## config.mk

```make
export PLATFORM = sky130hd
export DESIGN_NAME = template_delimiter_tokenizer
export DESIGN_NICKNAME = d
export VERILOG_FILES = /design/src/tdt_pkg.sv /design/src/tdt_step.sv /design/src/tdt_queue.sv /design/src/template_delimiter_tokenizer.sv
export SDC_FILE = /design/constraint.sdc
export NUM_CORES = 1
export LEC_CHECK = 0
export BUFFER_PORTS_ARGS = -buffer_cell sky130_fd_sc_hd__buf_2
export CAP_MARGIN = 20
export CORE_UTILIZATION = 45
export CTS_CLUSTER_SIZE = 40
export DETAILED_ROUTE_END_ITERATION = 8
export GPL_TIMING_DRIVEN = 1
export PLACE_DENSITY = 0.66
export SYNTH_ARGS = -nofsm -noshare
export SYNTH_HDL_FRONTEND = slang
export SYNTH_SLANG_ARGS = --single-unit
```

## constraint.sdc

```tcl
create_clock -name clock -period 6.2 [get_ports clock]
set_input_delay 1.24 -clock clock [delete_from_list [all_inputs] [get_ports clock]]
set_output_delay 1.24 -clock clock [all_outputs]
set_load 0.01 [all_outputs]
```

## src/tdt_pkg.sv

```systemverilog
package tdt_pkg;

   // delimiter characters
   localparam logic [7:0] CH_TAG_OPEN   = 8'h7B;
   localparam logic [7:0] CH_TAG_CLOSE  = 8'h7D;
   localparam logic [7:0] CH_FILE_OPEN  = 8'h5B;
   localparam logic [7:0] CH_FILE_CLOSE = 8'h5D;
   localparam logic [7:0] CH_ESC_OPEN   = 8'h28;
   localparam logic [7:0] CH_ESC_CLOSE  = 8'h29;

   // input action codes
   localparam logic ACT_DATA  = 1'b0;
   localparam logic ACT_FLUSH = 1'b1;

   // result queue geometry
   localparam int unsigned QUEUE_DEPTH = 4;
   localparam int unsigned QPTR_W      = $clog2(QUEUE_DEPTH);
   localparam int unsigned QCNT_W      = $clog2(QUEUE_DEPTH + 1);

   typedef enum logic [1:0] {
      KIND_DATA = 2'd0,
      KIND_TEXT = 2'd1,
      KIND_TAG  = 2'd2,
      KIND_FILE = 2'd3
   } kind_type;

   typedef struct packed {
      kind_type   kind;
      logic [7:0] value;
      logic       last;
   } rsp_item_type;

   // up to two results produced by one request
   typedef struct packed {
      logic [1:0]   count;
      rsp_item_type first;
      rsp_item_type second;
   } step_out_type;

   function automatic rsp_item_type data_item(input logic [7:0] value);
      rsp_item_type item;
      item.kind  = KIND_DATA;
      item.value = value;
      item.last  = 1'b0;
      return item;
   endfunction

   function automatic rsp_item_type close_item(input kind_type kind);
      rsp_item_type item;
      item.kind  = kind;
      item.value = 8'h00;
      item.last  = 1'b0;
      return item;
   endfunction

endpackage

```

## src/tdt_step.sv

```systemverilog
module tdt_step (
   input  logic                  clock,
   input  logic                  reset,
   input  logic                  fire,
   input  logic                  action,
   input  logic [7:0]            in_byte,
   output tdt_pkg::step_out_type step_out
);
   import tdt_pkg::*;

   typedef enum logic [9:0] {
      ST_TEXT            = 10'b00_0000_0001,
      ST_AFTER_TAG_OPEN  = 10'b00_0000_0010,
      ST_IN_TAG          = 10'b00_0000_0100,
      ST_AFTER_TAG_CLOSE = 10'b00_0000_1000,
      ST_AFTER_FILE_OPEN = 10'b00_0001_0000,
      ST_IN_FILE         = 10'b00_0010_0000,
      ST_AFTER_FILE_CLOSE= 10'b00_0100_0000,
      ST_AFTER_ESC_OPEN  = 10'b00_1000_0000,
      ST_IN_ESC          = 10'b01_0000_0000,
      ST_AFTER_ESC_CLOSE = 10'b10_0000_0000
   } state_type;

   state_type    state_ff, state_in;
   logic         pending_ff, pending_in;
   logic [1:0]   cnt;
   rsp_item_type item_a, item_b;

   // next state and results for the request in the input register
   always_comb begin
      state_in   = state_ff;
      pending_in = pending_ff;
      cnt        = 2'd0;
      item_a     = data_item(in_byte);
      item_b     = data_item(in_byte);
      if (action == ACT_FLUSH) begin
         if (pending_ff) begin
            item_a     = close_item(KIND_TEXT);
            cnt        = 2'd1;
            pending_in = 1'b0;
         end
      end else begin
         unique case (state_ff)
            ST_AFTER_TAG_OPEN: begin
               if (in_byte == CH_TAG_OPEN) begin
                  if (pending_ff) begin
                     item_a = close_item(KIND_TEXT);
                     cnt    = 2'd1;
                  end
                  pending_in = 1'b0;
                  state_in   = ST_IN_TAG;
               end else begin
                  item_a     = data_item(CH_TAG_OPEN);
                  cnt        = 2'd2;
                  pending_in = 1'b1;
                  state_in   = ST_TEXT;
               end
            end
            ST_IN_TAG: begin
               if (in_byte == CH_TAG_CLOSE) begin
                  state_in = ST_AFTER_TAG_CLOSE;
               end else begin
                  cnt        = 2'd1;
                  pending_in = 1'b1;
               end
            end
            ST_AFTER_TAG_CLOSE: begin
               // tag close goes out even for an empty tag
               if (in_byte == CH_TAG_CLOSE) begin
                  item_a     = close_item(KIND_TAG);
                  cnt        = 2'd1;
                  pending_in = 1'b0;
                  state_in   = ST_TEXT;
               end else begin
                  item_a     = data_item(CH_TAG_CLOSE);
                  cnt        = 2'd2;
                  pending_in = 1'b1;
                  state_in   = ST_IN_TAG;
               end
            end
            ST_AFTER_FILE_OPEN: begin
               if (in_byte == CH_FILE_OPEN) begin
                  if (pending_ff) begin
                     item_a = close_item(KIND_TEXT);
                     cnt    = 2'd1;
                  end
                  pending_in = 1'b0;
                  state_in   = ST_IN_FILE;
               end else begin
                  item_a     = data_item(CH_FILE_OPEN);
                  cnt        = 2'd2;
                  pending_in = 1'b1;
                  state_in   = ST_TEXT;
               end
            end
            ST_IN_FILE: begin
               if (in_byte == CH_FILE_CLOSE) begin
                  state_in = ST_AFTER_FILE_CLOSE;
               end else begin
                  cnt        = 2'd1;
                  pending_in = 1'b1;
               end
            end
            ST_AFTER_FILE_CLOSE: begin
               if (in_byte == CH_FILE_CLOSE) begin
                  if (pending_ff) begin
                     item_a = close_item(KIND_FILE);
                     cnt    = 2'd1;
                  end
                  pending_in = 1'b0;
                  state_in   = ST_TEXT;
               end else begin
                  item_a     = data_item(CH_FILE_CLOSE);
                  cnt        = 2'd2;
                  pending_in = 1'b1;
                  state_in   = ST_IN_FILE;
               end
            end
            ST_AFTER_ESC_OPEN: begin
               if (in_byte == CH_ESC_OPEN) begin
                  state_in = ST_IN_ESC;
               end else begin
                  item_a     = data_item(CH_ESC_OPEN);
                  cnt        = 2'd2;
                  pending_in = 1'b1;
                  state_in   = ST_TEXT;
               end
            end
            ST_IN_ESC: begin
               if (in_byte == CH_ESC_CLOSE) begin
                  state_in = ST_AFTER_ESC_CLOSE;
               end else begin
                  cnt        = 2'd1;
                  pending_in = 1'b1;
               end
            end
            ST_AFTER_ESC_CLOSE: begin
               if (in_byte == CH_ESC_CLOSE) begin
                  state_in = ST_TEXT;
               end else begin
                  item_a     = data_item(CH_ESC_CLOSE);
                  cnt        = 2'd2;
                  pending_in = 1'b1;
                  state_in   = ST_IN_ESC;
               end
            end
            default: begin
               // plain text
               priority if (in_byte == CH_TAG_OPEN) begin
                  state_in = ST_AFTER_TAG_OPEN;
               end else if (in_byte == CH_FILE_OPEN) begin
                  state_in = ST_AFTER_FILE_OPEN;
               end else if (in_byte == CH_ESC_OPEN) begin
                  state_in = ST_AFTER_ESC_OPEN;
               end else begin
                  cnt        = 2'd1;
                  pending_in = 1'b1;
                  state_in   = ST_TEXT;
               end
            end
         endcase
      end
      // mark the final result of this request
      if (cnt == 2'd1) begin
         item_a.last = 1'b1;
      end
      if (cnt == 2'd2) begin
         item_b.last = 1'b1;
      end
   end

   // parse state
   always_ff @(posedge clock) begin
      if (reset) begin
         state_ff   <= ST_TEXT;
         pending_ff <= 1'b0;
      end else if (fire) begin
         state_ff   <= state_in;
         pending_ff <= pending_in;
      end
   end

   assign step_out.count  = fire ? cnt : 2'd0;
   assign step_out.first  = item_a;
   assign step_out.second = item_b;

   // a pair of results is always a lone delimiter and the byte after it
   assert property (@(posedge clock) disable iff (reset)
      (step_out.count == 2'd2) |->
         (item_a.kind == KIND_DATA && item_b.kind == KIND_DATA && item_b.last && !item_a.last))
      else $error("two-result request not a data pair");

   // any close item ends the segment
   assert property (@(posedge clock) disable iff (reset)
      (step_out.count == 2'd1 && item_a.kind != KIND_DATA) |=> !pending_ff)
      else $error("segment still pending after close");

   // close items never carry a byte
   assert property (@(posedge clock) disable iff (reset)
      (step_out.count != 2'd0 && item_a.kind != KIND_DATA) |-> (item_a.value == 8'h00))
      else $error("close item with nonzero byte");

   // end of buffer never moves the parse state
   assert property (@(posedge clock) disable iff (reset)
      (fire && action == ACT_FLUSH) |=> (state_ff == $past(state_ff)))
      else $error("end of buffer changed parse state");

endmodule

```

## src/tdt_queue.sv

```systemverilog
module tdt_queue (
   input  logic                  clock,
   input  logic                  reset,
   input  tdt_pkg::step_out_type step_out,
   output logic                  room,
   output logic                  rsp_valid,
   input  logic                  rsp_ready,
   output tdt_pkg::rsp_item_type rsp_item
);
   import tdt_pkg::*;

   rsp_item_type             entry_ff [QUEUE_DEPTH];
   logic [QPTR_W-1:0]        wr_ptr_ff, wr_ptr_in;
   logic [QPTR_W-1:0]        rd_ptr_ff, rd_ptr_in;
   logic [QCNT_W-1:0]        count_ff, count_in;
   logic [QPTR_W-1:0]        wr_next;
   logic                     pop;

   // room for a full pair regardless of what leaves this cycle
   assign room      = (count_ff <= QCNT_W'(QUEUE_DEPTH - 2));
   assign rsp_valid = (count_ff != '0);
   assign rsp_item  = entry_ff[rd_ptr_ff];
   assign pop       = rsp_valid && rsp_ready;
   assign wr_next   = wr_ptr_ff + QPTR_W'(1);

   // pointer and fill count update
   always_comb begin
      wr_ptr_in = wr_ptr_ff + QPTR_W'(step_out.count);
      rd_ptr_in = pop ? rd_ptr_ff + QPTR_W'(1) : rd_ptr_ff;
      count_in  = count_ff + QCNT_W'(step_out.count) - QCNT_W'(pop);
   end

   always_ff @(posedge clock) begin
      if (reset) begin
         wr_ptr_ff <= '0;
         rd_ptr_ff <= '0;
         count_ff  <= '0;
      end else begin
         wr_ptr_ff <= wr_ptr_in;
         rd_ptr_ff <= rd_ptr_in;
         count_ff  <= count_in;
      end
   end

   // result storage
   always_ff @(posedge clock) begin
      if (step_out.count != 2'd0) begin
         entry_ff[wr_ptr_ff] <= step_out.first;
      end
      if (step_out.count == 2'd2) begin
         entry_ff[wr_next] <= step_out.second;
      end
   end

   assert property (@(posedge clock) disable iff (reset)
      count_ff <= QCNT_W'(QUEUE_DEPTH))
      else $error("result queue overflow");

   assert property (@(posedge clock) disable iff (reset)
      (step_out.count != 2'd0) |-> room)
      else $error("push into queue without room");

   assert property (@(posedge clock) disable iff (reset)
      (count_ff == '0) |=> (count_ff <= QCNT_W'(2)))
      else $error("queue grew by more than one pair");

endmodule

```

## src/template_delimiter_tokenizer.sv

```systemverilog
// Byte tokenizer for templates: splits a byte stream into text, tag {{..}} and
// file [[..]] segments, drops the delimiters of escape regions ((..)), and emits
// one data item per segment byte plus close items (text and file closes only
// for non-empty segments, tag close always; an end-of-buffer request closes
// pending text). A request is taken into an input register, decoded there
// combinationally, and its one or two results are written into a four-entry
// result queue, so the first result is visible once the request has passed the
// input register and the queue. Requests are accepted every cycle while the
// queue holds at most two results; the output drains one result per cycle
// while rsp_ready is high, so a lone delimiter followed by another byte gives
// two results to drain. rsp_last_of_run marks each request's final result.
module template_delimiter_tokenizer (
   input  logic       clock,
   input  logic       reset,
   input  logic       req_valid,
   output logic       req_ready,
   input  logic       req_action,
   input  logic [7:0] req_in_byte,
   output logic       rsp_valid,
   input  logic       rsp_ready,
   output logic [1:0] rsp_item_kind,
   output logic [7:0] rsp_out_byte,
   output logic       rsp_last_of_run
);
   import tdt_pkg::*;

   logic         in_valid_ff, in_valid_in;
   logic         in_action_ff;
   logic [7:0]   in_byte_ff;
   logic         room;
   logic         advance;
   logic         load;
   step_out_type step_out;
   rsp_item_type rsp_item;

   // input register hand-off
   assign advance     = in_valid_ff && room;
   assign req_ready   = !in_valid_ff || room;
   assign load        = req_valid && req_ready;
   assign in_valid_in = load || (in_valid_ff && !advance);

   always_ff @(posedge clock) begin
      if (reset) begin
         in_valid_ff <= 1'b0;
      end else begin
         in_valid_ff <= in_valid_in;
      end
   end

   always_ff @(posedge clock) begin
      if (load) begin
         in_action_ff <= req_action;
         in_byte_ff   <= req_in_byte;
      end
   end

   tdt_step u_step (
      .clock    (clock),
      .reset    (reset),
      .fire     (advance),
      .action   (in_action_ff),
      .in_byte  (in_byte_ff),
      .step_out (step_out)
   );

   tdt_queue u_queue (
      .clock     (clock),
      .reset     (reset),
      .step_out  (step_out),
      .room      (room),
      .rsp_valid (rsp_valid),
      .rsp_ready (rsp_ready),
      .rsp_item  (rsp_item)
   );

   assign rsp_item_kind   = rsp_item.kind;
   assign rsp_out_byte    = rsp_item.value;
   assign rsp_last_of_run = rsp_item.last;

endmodule
```

# Yosys cells after proc, flatten, opt, wreduce, memory -nomap -nowiden
# Memory sizes are Yosys's and may differ from the RTL's. A register that Yosys moved wholly into a read port is not among the register bits.
# Cells that the tools add are included.
[op_classes] n_addsub=5 order_cmp=1 n_eq_ne=26 mux=59 n_bitwise=1 n_reduce_logical=13
[op_table] operator="one-hot mux 10 bit (9 select lines)" count=1
[op_table] operator="two-way mux 10 bit" count=8
[op_table] operator="one-hot mux 11 bit (6 select lines)" count=1
[op_table] operator="two-way mux 11 bit" count=4
[op_table] operator="two-way mux 9 bit" count=4
[op_table] operator="equality test 8 x 7 -> 1 bit (second input constant)" count=4
[op_table] operator="two-way mux 2 bit" count=12
[op_table] operator="two-way mux 1 bit" count=22
[op_table] operator="!= test 10 bit (second input constant)" count=2
[op_table] operator="one-hot mux 2 bit (9 select lines)" count=1
[op_table] operator="equality test 8 x 6 -> 1 bit (second input constant)" count=2
[op_table] operator="two-way mux 6 bit" count=2
[op_table] operator="equality test 10 bit (second input constant)" count=1
[op_table] operator="equality test 10 x 2 -> 1 bit (second input constant)" count=1
[op_table] operator="equality test 10 x 3 -> 1 bit (second input constant)" count=1
[op_table] operator="equality test 10 x 4 -> 1 bit (second input constant)" count=1
[op_table] operator="equality test 10 x 5 -> 1 bit (second input constant)" count=1
[op_table] operator="equality test 10 x 6 -> 1 bit (second input constant)" count=1
[op_table] operator="equality test 10 x 7 -> 1 bit (second input constant)" count=1
[op_table] operator="equality test 10 x 8 -> 1 bit (second input constant)" count=1
[op_table] operator="equality test 10 x 9 -> 1 bit (second input constant)" count=1
[op_table] operator="!= test 3 bit (second input constant)" count=3
[op_table] operator="two-way mux 8 bit" count=1
[op_table] operator="one-hot mux 1 bit (8 select lines)" count=1
[op_table] operator="other kinds (18)" count=28
[totals] register_bits=28 ramBits=44 input_bits=13 out_inout_bits=13 wordCells=114 memories=1
[memory_table] name="u_queue.entry_ff" words=4 width=11 rd=1 rd_clocked_by_memory_dff=1 wr=2 line_no="tdt_queue.sv:12" rtl="rsp_item_type entry_ff [QUEUE_DEPTH];"

# Longest topological paths before layout
# Gate-level depths: netlist (run 1).
[depth] depth_word=10 ltp_mapped=15 mapped_depth_nobuf=14

# Hierarchy
# Synthesis (run 1) repeated with hierarchy kept, for this count alone.
[hier_totals] cells_unflattened=401 hier_area_um2=4704.5
[modules_own_cells] mod="tdt_queue" instances=1 cells_each=158 area_each_um2=2733.9 seq_area_each_um2=1501.4
[modules_own_cells] mod="tdt_step" instances=1 cells_each=228 area_each_um2=1637.8 seq_area_each_um2=220.2
[modules_own_cells] mod="template_delimiter_tokenizer" instances=1 cells_each=15 area_each_um2=332.8 seq_area_each_um2=290.3

# Least setup slack after synthesis (run 1)
# No wires, ideal clock.
[synth_path] path_type="register -> register" startpoint="register u_step.state_ff[9]" endpoint="register u_queue.count_ff[2]" setup_ps=128 arrival_ps=3230 required_time_ps=6072 slack_ps=2843 stages_incl_launch_ff=15 path_buffers=1 period_less_slack_ps=3357 cell_sequence="dfxtp_1 -> buf_6 -> or4_4 -> nor3_1 -> a2bb2oi_1 -> a2111o_1 -> o21ai_0 -> inv_1 -> ha_1 -> inv_1 -> ha_1 -> fa_1 -> xor2_1 -> xnor2_1 -> nor2_1"
[synth_between] elab_chain_len=6 word_cells_on_any_way=14 cone_classes="2 x add/sub; 9 x eq/ne; 3 x mux"
[synth_rtl] element="from (decl)" line_no="tdt_step.sv:24" rtl="state_type state_ff, state_in;"
[synth_rtl] element="from (signal assigned)" line_no="tdt_step.sv:178" rtl="state_ff <= state_in;"
[synth_rtl] element="equality test 10 bit (tied with other cells)" line_no="tdt_step.sv:43" rtl="unique case (state_ff)"
[synth_rtl] element="one-hot mux 2 bit (9 select lines) *" line_no="tdt_step.sv:43"
[synth_rtl] element="two-way mux 2 bit *" line_no="tdt_step.sv:36" rtl="if (action == ACT_FLUSH) begin"
[synth_rtl] element="two-way mux 2 bit *" line_no="tdt_step.sv:183" rtl="assign step_out.count = fire ? cnt : 2'd0;"
[synth_rtl] element="adder 3 x 2 -> 3 bit *" line_no="tdt_queue.sv:30" rtl="count_in = count_ff + QCNT_W'(step_out.count) - QCNT_W'(pop);"
[synth_rtl] element="subtractor 3 x 1 -> 3 bit *" line_no="tdt_queue.sv:30"
[synth_rtl] element="to (signal assigned)" line_no="tdt_queue.sv:41" rtl="count_ff <= count_in;"
[synth_rtl] element="to (decl)" line_no="tdt_queue.sv:15" rtl="logic [QCNT_W-1:0] count_ff, count_in;"
# Every way passes the cells marked *; elsewhere a longest branch is shown, timed or not.
# A chain may end at the register's enable or synchronous reset.

# Final worst setup path (run 1)
[layout_path] startpoint="register in_byte_ff[5]" endpoint="register u_queue.count_ff[2]"
[layout_between] elab_chain_len=9 word_cells_on_any_way=23 cone_classes="2 x add/sub; 6 x eq/ne; 15 x mux"
[layout_rtl] element="from (decl)" line_no="template_delimiter_tokenizer.sv:29" rtl="logic [7:0] in_byte_ff;"
[layout_rtl] element="from (signal assigned)" line_no="template_delimiter_tokenizer.sv:53" rtl="in_byte_ff <= req_in_byte;"
[layout_rtl] element="equality test 8 x 6 -> 1 bit" line_no="tdt_step.sv:120, tdt_step.sv:153"
[layout_rtl] element="two-way mux 1 bit" line_no="tdt_step.sv:153" rtl="end else if (in_byte == CH_ESC_OPEN) begin"
[layout_rtl] element="two-way mux 2 bit" line_no="tdt_step.sv:151" rtl="end else if (in_byte == CH_FILE_OPEN) begin"
[layout_rtl] element="two-way mux 2 bit" line_no="tdt_step.sv:149" rtl="priority if (in_byte == CH_TAG_OPEN) begin"
[layout_rtl] element="one-hot mux 2 bit (9 select lines) *" line_no="tdt_step.sv:43"
[layout_rtl] element="two-way mux 2 bit *" line_no="tdt_step.sv:36"
[layout_rtl] element="two-way mux 2 bit *" line_no="tdt_step.sv:183"
[layout_rtl] element="adder 3 x 2 -> 3 bit *" line_no="tdt_queue.sv:30"
[layout_rtl] element="subtractor 3 x 1 -> 3 bit *" line_no="tdt_queue.sv:30"
# Marks and branches as above.

==> results.md, run 1 <==
- Initial antenna violation count: 0
- N_diodes: 0
- Post-Synth Adder-Cell Area: 0.01598
- Sum Neg Setup Slack: 0 ns
- Sequential-to-total area share from yosys stat: 0.4406
- Worst Skew: 0.009284 ns
- First-pass GRT wire length: approximately 17000 um
- Hold Vio Cnt, Final: 0
- Synthesized cell area: between 4000 and 5000 um^2
- Gr busiest metal: met2
- Synth Flop Type: edfxtp_1
- Finish-stage setup viols: 0
- Die height: about 100 um
- # fillers: 836
- Largest family of logic cells by synthesized area: compound AO/OA/AOI/OAI gates
- Met1 Usage GRT: 0.2923
- CTS tree: built
- Gpl congestion: 1.005
- Dpl hpwl: between 7000 and 8000 um
- Netlist cell types: roughly 70
- All-layer global routing usage: 0.2228
- Flip-flop and latch count after synthesis: 74
- Met3 global-route usage: 0.03883
- # rows: 35
- Tightest Hold Check Type: register to register
- Hold Crit Endpoint: u_queue.entry_ff[1][10]$_SDFFE_PP0P_
- PostCTS Resize Cnt: 0
- Critical register-to-register path startpoint: in_byte_ff[5]$_DFFE_PP_
- CTS Root Cell: clkbuf_8
- Clk buf depth: 2
- Worst-Skew Late Latency: approximately 0.35 ns
- Max_cap viols: 0
- Drt pass-1 iters: 5
- # hold bufs at CTS: 0
- CTS Buf Count: 9
- R2R depth: 13
- Core ar.: roughly 9300 um^2
- Initial DRC count: around 370
- Htree depth: 3
- Synth area leaders: edfxtp_1, dfxtp_1, mux4_2
- Run status: complete, no violations
- Power per cell area: 282.1 nW/um^2
- Final Max Slew Viols: 0
- Crit-path max FO: 22
- WP data arrival: 4.23 ns
- Mean Syn Cell Area: 10.77 um^2
- Io pins: 26
- Synth top area share: 0.3082
- Most frequent cell after synthesis: edfxtp_1
- Utilization after layout: 0.5136
- CTS clk-pin slew, worst paths: 0.08 ns
- Compound-Gate Fraction of Synth Area: 0.2172
- Die extent in x: 100.7 um
- Area leader, netlist: edfxtp_1
- P&R area growth vs syn: 9.275%
- Drt drc: 0
- Max-slew headroom: 0.4104
- Fin nets: 438
- Area of the die: 10140 um^2
- XOR/XNOR share of the synthesized area: 0.01998
- # clock sinks: 74
- Worst setup path category: register to register
- Commonest cells post-synth: edfxtp_1, dfxtp_1, nor2_1
- Pin count of the biggest net entering global routing: 23
- RSZ-0062 raised after global routing: no
- Via count: 3438
- Grt ovf: 0
- Tmin final: 4.004 ns
- FF-to-FF End: u_queue.count_ff[2]$_SDFF_PP0_
- DRT Wirelength: 10520 um
- Share of layout cells above drive strength 1: 0.1882
- Postcts setup bufs: 0
- Final ANT Viol Nets: 0
- WL per Instance: 18.98 um
- Initial Util: 0.4700
- Vias in the first global route: 3276
- Number of I/O port buffers: 25
- Max Freq: approximately 250 MHz
- Crit. End Element: register
- Post-synthesis mux area share: 0.08219
- Critical Path RT: 6.42 ns
- Hold depth: 2
- Vias per cell: 6.206
- Reg2Reg Setup Slack: 2.20 ns
- Fin crit share: 0.6458
- Slew @ Worst Pin: just under 0.9 ns
- Lkg Pwr: 1.603 nW
- EDFF count, synth: 45
- Worst-case vdd ir drop: 141.6 uV
- GR met2 Demand/Resource: 0.3793
- Post-Syn Instances: 407
- Min-Delay Startpoint: u_queue.entry_ff[1][10]$_SDFFE_PP0P_
- Ys async rst share: 0
- Syn nets: 425
- Post-Synth Simple-Gate Area: 0.1789
- YS warnings: 0
- Startpoint class of the critical path: register
[how the worst max path moves through the flow]
stage                                    start                        endpoint  slack [ns]  cells past startpoint
6_report               in_byte_ff[5]$_DFFE_PP_  u_queue.count_ff[2]$_SDFF_PP0_        2.20                     13
5_1_grt                in_byte_ff[5]$_DFFE_PP_  u_queue.count_ff[2]$_SDFF_PP0_        1.85                     13
4_1_cts                in_byte_ff[5]$_DFFE_PP_  u_queue.count_ff[2]$_SDFF_PP0_        2.23                     13
3_5_place_dp           in_byte_ff[5]$_DFFE_PP_  u_queue.count_ff[2]$_SDFF_PP0_        2.24                     13
3_3_place_gp           in_byte_ff[5]$_DFFE_PP_  u_queue.count_ff[2]$_SDFF_PP0_        2.43                     13
2_1_floorplan  u_step.state_ff[9]$_SDFFE_PP0P_  u_queue.count_ff[2]$_SDFF_PP0_        2.84                     14
[layout by cell type, fill, tap and decap left out, types with 6 or more instances in the layout]
| master | n |
|---|---|
| a21oi_1 | 13 |
| a31oi_1 | 7 |
| buf_2 | 25 |
| clkbuf_8 | 9 |
| dfxtp_1 | 29 |
| edfxtp_1 | 45 |
| inv_1 | 14 |
| mux2i_1 | 9 |
| mux4_2 | 11 |
| nand2_1 | 20 |
| nand2b_1 | 7 |
| nand3_1 | 9 |
| nand4_1 | 7 |
| nor2_1 | 28 |
| nor2b_1 | 7 |
| nor3_1 | 9 |
| o21ai_0 | 23 |
| o22ai_1 | 6 |
| o2bb2ai_1 | 25 |
| xnor2_1 | 6 |
[critical path, stage by stage, from the launching register on]
cell and delay (ns):
edfxtp_1 0.84, nor4b_1 0.54, nand2b_1 0.17, a2111oi_2 0.69, a2111o_1 0.27, o21ai_0 0.15
inv_1 0.09, ha_1 0.12, inv_1 0.04, ha_1 0.20, fa_1 0.37, xor2_1 0.20
xnor2_1 0.14, nor2_1 0.06
[registers in the layout, summed over array words and instances, names as in the netlist, named ones only]
signal	count
in_byte_ff	8
u_step.state_ff	10
u_queue.wr_ptr_ff	2
u_queue.rd_ptr_ff	2
in_valid_ff	1
u_queue.entry_ff	44
in_action_ff	1
u_queue.count_ff	3
u_step.pending_ff	1
[final cells by class]
class | count | area, um^2 | area share
Multi-Input combinational cell | 294 | 2255 | 0.4706
Tap cell | 129 | 161.4 | 0.03369
Inverter | 14 | 52.55 | 0.01097
Sequential cell | 74 | 1932 | 0.4032
Timing Repair Buffer | 27 | 140.1 | 0.02925
Clock inverter | 7 | 126.4 | 0.02638
Clock buffer | 9 | 123.9 | 0.02586
[cell families (layout without fill, tap and decap cells)]
family / after synthesis / count (layout)
adders and majority gates: 5 / 5
AOI/OAI and AO/OA: 123 / 123
and+or+nand+nor: 134 / 134
muxes: 22 / 22
DFF: 74 / 74
xor gates and xnor gates: 10 / 10
buffers and inverters: 39 / 57
[per-layer routing]
layer / part of all wire / vias up
li1: - / 1626
met2: 0.49 / 153
met5: 0 / -
met3: 0.067 / 16
met1: 0.44 / 1643
met4: 0.0087 / 0
[report_power, final]
group	switching [mW]	internal (mW)	total [mW]	leakage [nW]
Sequential	0.0634	0.558	0.621	0.670
Clock	0.193	0.271	0.465	0.122
Combinational	0.132	0.133	0.265	0.812
Total	0.389	0.963	1.35	1.60
[metrics by stage]
step	std cells	instance area, um^2	hold slack (ns)	power (mW)	worst slack [ns]
5_1_grt	554	4791	0.4931	1.415	1.852
4_1_cts	554	4791	0.4759	1.362	2.232
3_5_place_dp	538	4541	0.4630	0.8965	2.241
6_report	554	4791	0.4715	1.351	2.196
3_3_place_gp	538	4541	0.4681	0.8913	2.429
2_1_floorplan	407	4384	0.4350	0.8164	2.843
Power figures use the tool's default switching activity.
==> inputs of run 2 (changes only) <==
Clock period 6.2 ns to 3.8 ns, I/O delays scaled along.
==> results.md, run 2 (same netlist as run 1, synthesis figures left out) <==
- Most frequent cells in the layout: edfxtp_1, nor2_1, dfxtp_1, o2bb2ai_1, buf_2
- Worst setup path category: register to register
- Vias in the first global route: 3299
- CTS Root Cell: clkbuf_8
- Number of I/O port buffers: 25
- Startpoint class of the critical path: register
- Grt ovf: 0
- Utilization after layout: 0.5215
- Max Freq: between 200 and 300 MHz
- Multi-input logic area: 2297 um^2
- WL per Instance: 18.78 um
- Max_cap viols: 0
- Worst Skew: 0.01020 ns
- Tightest Hold Check Type: register to register
- WP data arrival: about 3.7 ns
- CTS Buf Count: 9
- Postcts setup bufs: 0
- Lkg Pwr: 1.650 nW
- Max reg flops: 44
- Hold Vio Cnt, Final: 0
- Worst setup margin: 0.3059 ns
- Clk buf depth: 2
- Dpl ws: between 0.15 and 0.2 ns
- P&R area growth vs syn: 10.96%
- Sum Neg Setup Slack: 0 ns
- Initial Util: 0.4700
- Run status: complete, no violations
- Share of layout cells above drive strength 1: 0.2341
- Finish-stage setup viols: 0
- Initial DRC count: ~260
- Io pins: 26
- Fin crit share: 0.9195
- Worst-case vdd ir drop: 205.9 uV
- Top Registers: u_queue.entry_ff x44, u_step.state_ff x10, in_byte_ff x8
- Core ar.: 9328 um^2
- DRT Wirelength: 10680 um
- PostCTS Resize Cnt: 0
- Die extent in x: 100.7 um
- Drt pass-1 iters: 7
- Htree depth: 3
- Crit. End Element: register
- Fin nets: 453
- Area of the die: 10140 um^2
- FF+latch area: around 1900 um^2
- First-pass GRT wire length: 16870 um
- Power per cell area: 410.0 nW/um^2
- Initial antenna violation count: 0
- Drt drc: 0
- Placed cell area: 4653 um^2
- N_diodes: 0
- Pin count of the biggest net entering global routing: 21
- Finished layout cell area: 4865 um^2
- # hold bufs at CTS: 0
- # fillers: 862
- All-layer global routing usage: 0.2204
- Max-slew headroom: 0.4674
- Tmin final: 3.494 ns
- Die height: 100.7 um
- # rows: 35
- RSZ-0062 raised after global routing: no
- CTS tree: built
- CTS clk-pin slew, worst paths: 0.07 ns
- Biggest register: u_queue.entry_ff
- # clock sinks: between 70 and 80
- Final ANT Viol Nets: 0
- Dpl hpwl: 8123 um
- Slew @ Worst Pin: ~0.8 ns
- Total chip power: about 2.0 mW
- Final Max Slew Viols: 0
- Crit-path max FO: 6
- Commonest non-fill, non-tap cell in the layout: edfxtp_1
- Via count: around 3500
- Critical Path RT: approximately 4.0 ns
- Vias per cell: between 6 and 7
- Gpl congestion: 0.9697
- Worst-Skew Late Latency: 0.36 ns
## run 2: cell type report
type | count | area share
Clock buffer | 11 | 0.02778
Clock inverter | 5 | 0.006430
Inverter | 14 | 0.01080
Multi-Input combinational cell | 294 | 0.4722
Sequential cell | 74 | 0.3976
Tap cell | 129 | 0.03318
Timing Repair Buffer | 42 | 0.05195
## run 2: final timing paths
| path | from | cells past startpoint | to | slack, ns |
|---|---|---|---|---|
| worst max register to register | in_byte_ff[7]$_DFFE_PP_ | 14 | u_queue.count_ff[2]$_SDFF_PP0_ | 0.31 |
| worst max-delay path | in_byte_ff[7]$_DFFE_PP_ | 14 | u_queue.count_ff[2]$_SDFF_PP0_ | 0.31 |
| worst min-delay path | u_queue.entry_ff[2][9]$_SDFFE_PP0N_ | 2 | u_queue.entry_ff[2][9]$_SDFFE_PP0N_ | 0.49 |
| worst min register to register | u_queue.entry_ff[2][9]$_SDFFE_PP0N_ | 2 | u_queue.entry_ff[2][9]$_SDFFE_PP0N_ | 0.49 |
## run 2: power breakdown
part / internal (mW) / switching (mW) / total, mW
sequential: 0.910 / 0.0985 / 1.01
combinational: 0.228 / 0.222 / 0.450
clock: 0.243 / 0.292 / 0.535
total: 1.38 / 0.612 / 1.99
## run 2: layer usage
layer,share of wire,vias up,global-route usage
li1,-,1651,-
met1,0.45,1679,0.2881
met2,0.48,105,0.3567
met3,0.046,21,0.04022
met4,0.025,0,0.1003
met5,0,-,0
## run 2: worst max-delay path, stage by stage (launching register included)
cell and delay [ns]:
edfxtp_1 0.52, or3b_1 0.54, nor2_2 0.26, nand4_1 0.25, nand2_1 0.13, nand2_1 0.13, o21ai_1 0.21, inv_1 0.06
ha_1 0.27, inv_1 0.04, ha_1 0.20, fa_1 0.37, xor2_1 0.19, xnor2_1 0.14, nor2_1 0.05
## run 2: through the flow
step | hold slack [ns] | cells
global placement | 0.4632 | 553
CTS | 0.4891 | 569
global route | 0.5054 | 569
floorplan | 0.4350 | 407
detailed placement | 0.4751 | 553
finish | 0.4857 | 569
==> inputs of run 3 (changes only) <==
Settings changed: ABC_AREA set to 1.
==> results.md, run 3 <==
- Synth top area share: 0.3173
- Run status: complete, no violations
- Slew @ Worst Pin: ~0.83 ns
- Top Registers: u_queue.entry_ff x44, u_step.state_ff x10, in_byte_ff x8
- CTS Buf Count: 9
- Net Switching: between 0.7 and 0.8 mW
- Area of the die: between 9000 and 10000 um^2
- # fillers: 916
- Post-Syn Instances: 537
- Switch share: 0.3417
- Fin nets: 580
- EDFF count, synth: 45
- Commonest non-fill, non-tap cell in the layout: nor2_1
- Utilization after layout: 0.5090
- Vias per cell: around 5.6
- Synth area leaders: edfxtp_1, dfxtp_1, nor2_1
- Tmin final: 3.060 ns
- # clock sinks: 74
- FF-to-FF End: u_queue.count_ff[2]$_SDFF_PP0_
- Drt drc: 0
- Drt pass-1 iters: 5
- Ys async rst share: 0
- Biggest register: u_queue.entry_ff
- Sum Neg Setup Slack: 0 ns
- Grt ovf: 0
- Hold WS: 0.4546 ns
- Dpl hpwl: between 7000 and 8000 um
- P&R area growth vs syn: 9.900%
- Initial Util: 0.4631
- Mean Syn Cell Area: 7.931 um^2
- CTS clk-pin slew, worst paths: 0.08 ns
- Most frequent cells in the layout: nor2_1, nand2_1, inv_1, edfxtp_1, o21ai_0
- Htree depth: 3
- Post-route insts no fill: 678
- All-layer global routing usage: 0.2302
- Hold depth: 1
- Post-route met1 wirelength: 4836 um
- Hold Crit Endpoint: u_queue.count_ff[2]$_SDFF_PP0_
- Syn nets: 555
- Via count: approximately 3800
- Vias in the first global route: 3493
- Commonest cells post-synth: nor2_1, nand2_1, inv_1
- Most frequent cell after synthesis: nor2_1
- First-pass GRT wire length: 17430 um
- N_diodes: 0
- Critical Path RT: 4.05 ns
- Sequential-to-total area share from yosys stat: 0.4536
- Seq pwr share: 0.441
- Hold Vio Cnt, Final: 0
- Int Pwr: 1.503 mW
- RSZ-0062 raised after global routing: no
- Io pins: 26
- Power per cell area: 487.8 nW/um^2
- # placed instances: 662
- Final ANT Viol Nets: 0
- Initial DRC count: 233
- R2R depth: 17
- DR top layer: met4
- Share of layout cells above drive strength 1: 0.1411
- Metal2 WL: 4837 um
- Finish-stage setup viols: 0
- DRT Wirelength: around 11000 um
- Crit-path max FO: 8
- CTS Root Cell: clkbuf_8
- Core ar.: 9196 um^2
- Worst Skew: 0.01161 ns
- Netlist cell types: 35
- Clk buf depth: 2
- Wire length on met3: 676 um
- Max-slew headroom: 0.4485
- Fin crit share: 0.8052
- Synthesized cell area: roughly 4300 um^2
- Worst setup path category: register to register
- Min-Delay Startpoint: u_queue.count_ff[2]$_SDFF_PP0_
- Worst-Skew Late Latency: 0.35 ns
- Share of total power in combinational logic: 0.279
- # hold bufs at CTS: 0
- PostCTS Resize Cnt: 0
- WL per Instance: 15.84 um
- Critical register-to-register path startpoint: in_byte_ff[2]$_DFFE_PP_
- Pin count of the biggest net entering global routing: 24
- Worst-case vdd ir drop: between 300 and 400 uV
- Lkg Pwr: 1.964 nW
- Startpoint class of the critical path: register
- Gpl congestion: 1.007
- Synth Flop Type: edfxtp_1
- Max Freq: 326.8 MHz
- # rows: 35
- Die extent in x: 99.29 um
- Max reg flops: 44
- Clock power frac: 0.280
- WP data arrival: 3.30 ns
- YS warnings: 0
- Number of I/O port buffers: 25
- CTS tree: built
- Die height: 99.29 um
- Flip-flop and latch count after synthesis: 74
- Max_cap viols: 0
- Area leader, netlist: edfxtp_1
- Initial antenna violation count: 0
- Postcts setup bufs: 0
- Final Max Slew Viols: 0
- Tightest Hold Check Type: register to register
- Reg2Reg Setup Slack: 0.74 ns
- Total chip power: 2.283 mW
- Crit. End Element: register
run 3: cell types whose count changed after synthesis, moves of 8 or more:
| cell | change |
|---|---|
| mux4_2 | -11 |
| o21ai_0 | +20 |
| a21oi_1 | +14 |
| nor2_1 | +56 |
| mux2i_1 | -9 |
| o22ai_1 | +33 |
| o2bb2ai_1 | -25 |
| inv_1 | +37 |
| nand2_2 | +8 |
| nand2_1 | +62 |
| nand3_1 | +29 |
run 3: area by class of cell:
class                   count  area [um^2]  share of cell area
clock inverters             4        50.05             0.01069
repair buffers             28        147.6             0.03154
inverters                  58        217.7             0.04651
well taps                 111        138.9             0.02967
clock buffers              12        156.4             0.03341
multi-input cells         391         2038              0.4354
flip-flops and latches     74         1932              0.4127
run 3: power groups by stage:
stage	clock [mW]	sequential, mW	combinational (mW)
2_1_floorplan	0	0.999	0.474
3_3_place_gp	0	1.02	0.622
3_5_place_dp	0	1.02	0.636
4_1_cts	0.650	1.01	0.639
5_1_grt	0.679	1.02	0.726
6_report	0.640	1.01	0.636
run 3: how the worst max path moves through the flow:
stage,startpoint,end
2_1_floorplan,in_byte_ff[2]$_DFFE_PP_,u_queue.count_ff[2]$_SDFF_PP0_
3_3_place_gp,in_byte_ff[2]$_DFFE_PP_,u_queue.count_ff[2]$_SDFF_PP0_
3_5_place_dp,in_byte_ff[2]$_DFFE_PP_,u_queue.count_ff[2]$_SDFF_PP0_
4_1_cts,in_byte_ff[7]$_DFFE_PP_,u_queue.count_ff[2]$_SDFF_PP0_
5_1_grt,in_byte_ff[2]$_DFFE_PP_,u_queue.count_ff[2]$_SDFF_PP0_
6_report,in_byte_ff[2]$_DFFE_PP_,u_queue.count_ff[2]$_SDFF_PP0_
run 3: critical path, cell delays in order (launching register included):
cell and delay, ns:
edfxtp_1 0.44, inv_2 0.15, nand4_1 0.21, nor2_2 0.24, nand2_1 0.10, nand3_1 0.13, nand2_1 0.07, nand2_1 0.08
nand3_2 0.08, nand3_4 0.13, nand2_4 0.09, ha_1 0.28, inv_1 0.04, ha_1 0.19, fa_1 0.37, xor2_1 0.18
o21ai_0 0.15, a21oi_1 0.05
run 3: routing by layer:
metal  up-vias  global-route usage
met5         -                   0
met4         0              0.1346
met3        33             0.03725
met2       152              0.3595
met1      1732              0.3034
li1       1900                   -
run 3: cell families (layout without fill, tap and decap cells):
group | Yosys count | count (layout) | synth area share
compound gates | 119 | 119 | 0.1551
simple gates | 264 | 264 | 0.3008
flops | 74 | 74 | 0.4536
fa+ha+maj | 5 | 5 | 0.01645
buf+inv | 72 | 102 | 0.06786
xor+xnor | 3 | 3 | 0.006170
run 3: through the flow:
stage          instance area (um^2)  setup slack (ns)
6_report                       4681            0.7403
5_1_grt                        4681            0.5557
4_1_cts                        4681            0.7635
3_5_place_dp                   4474            0.7599
3_3_place_gp                   4474            0.6954
2_1_floorplan                  4259             1.129
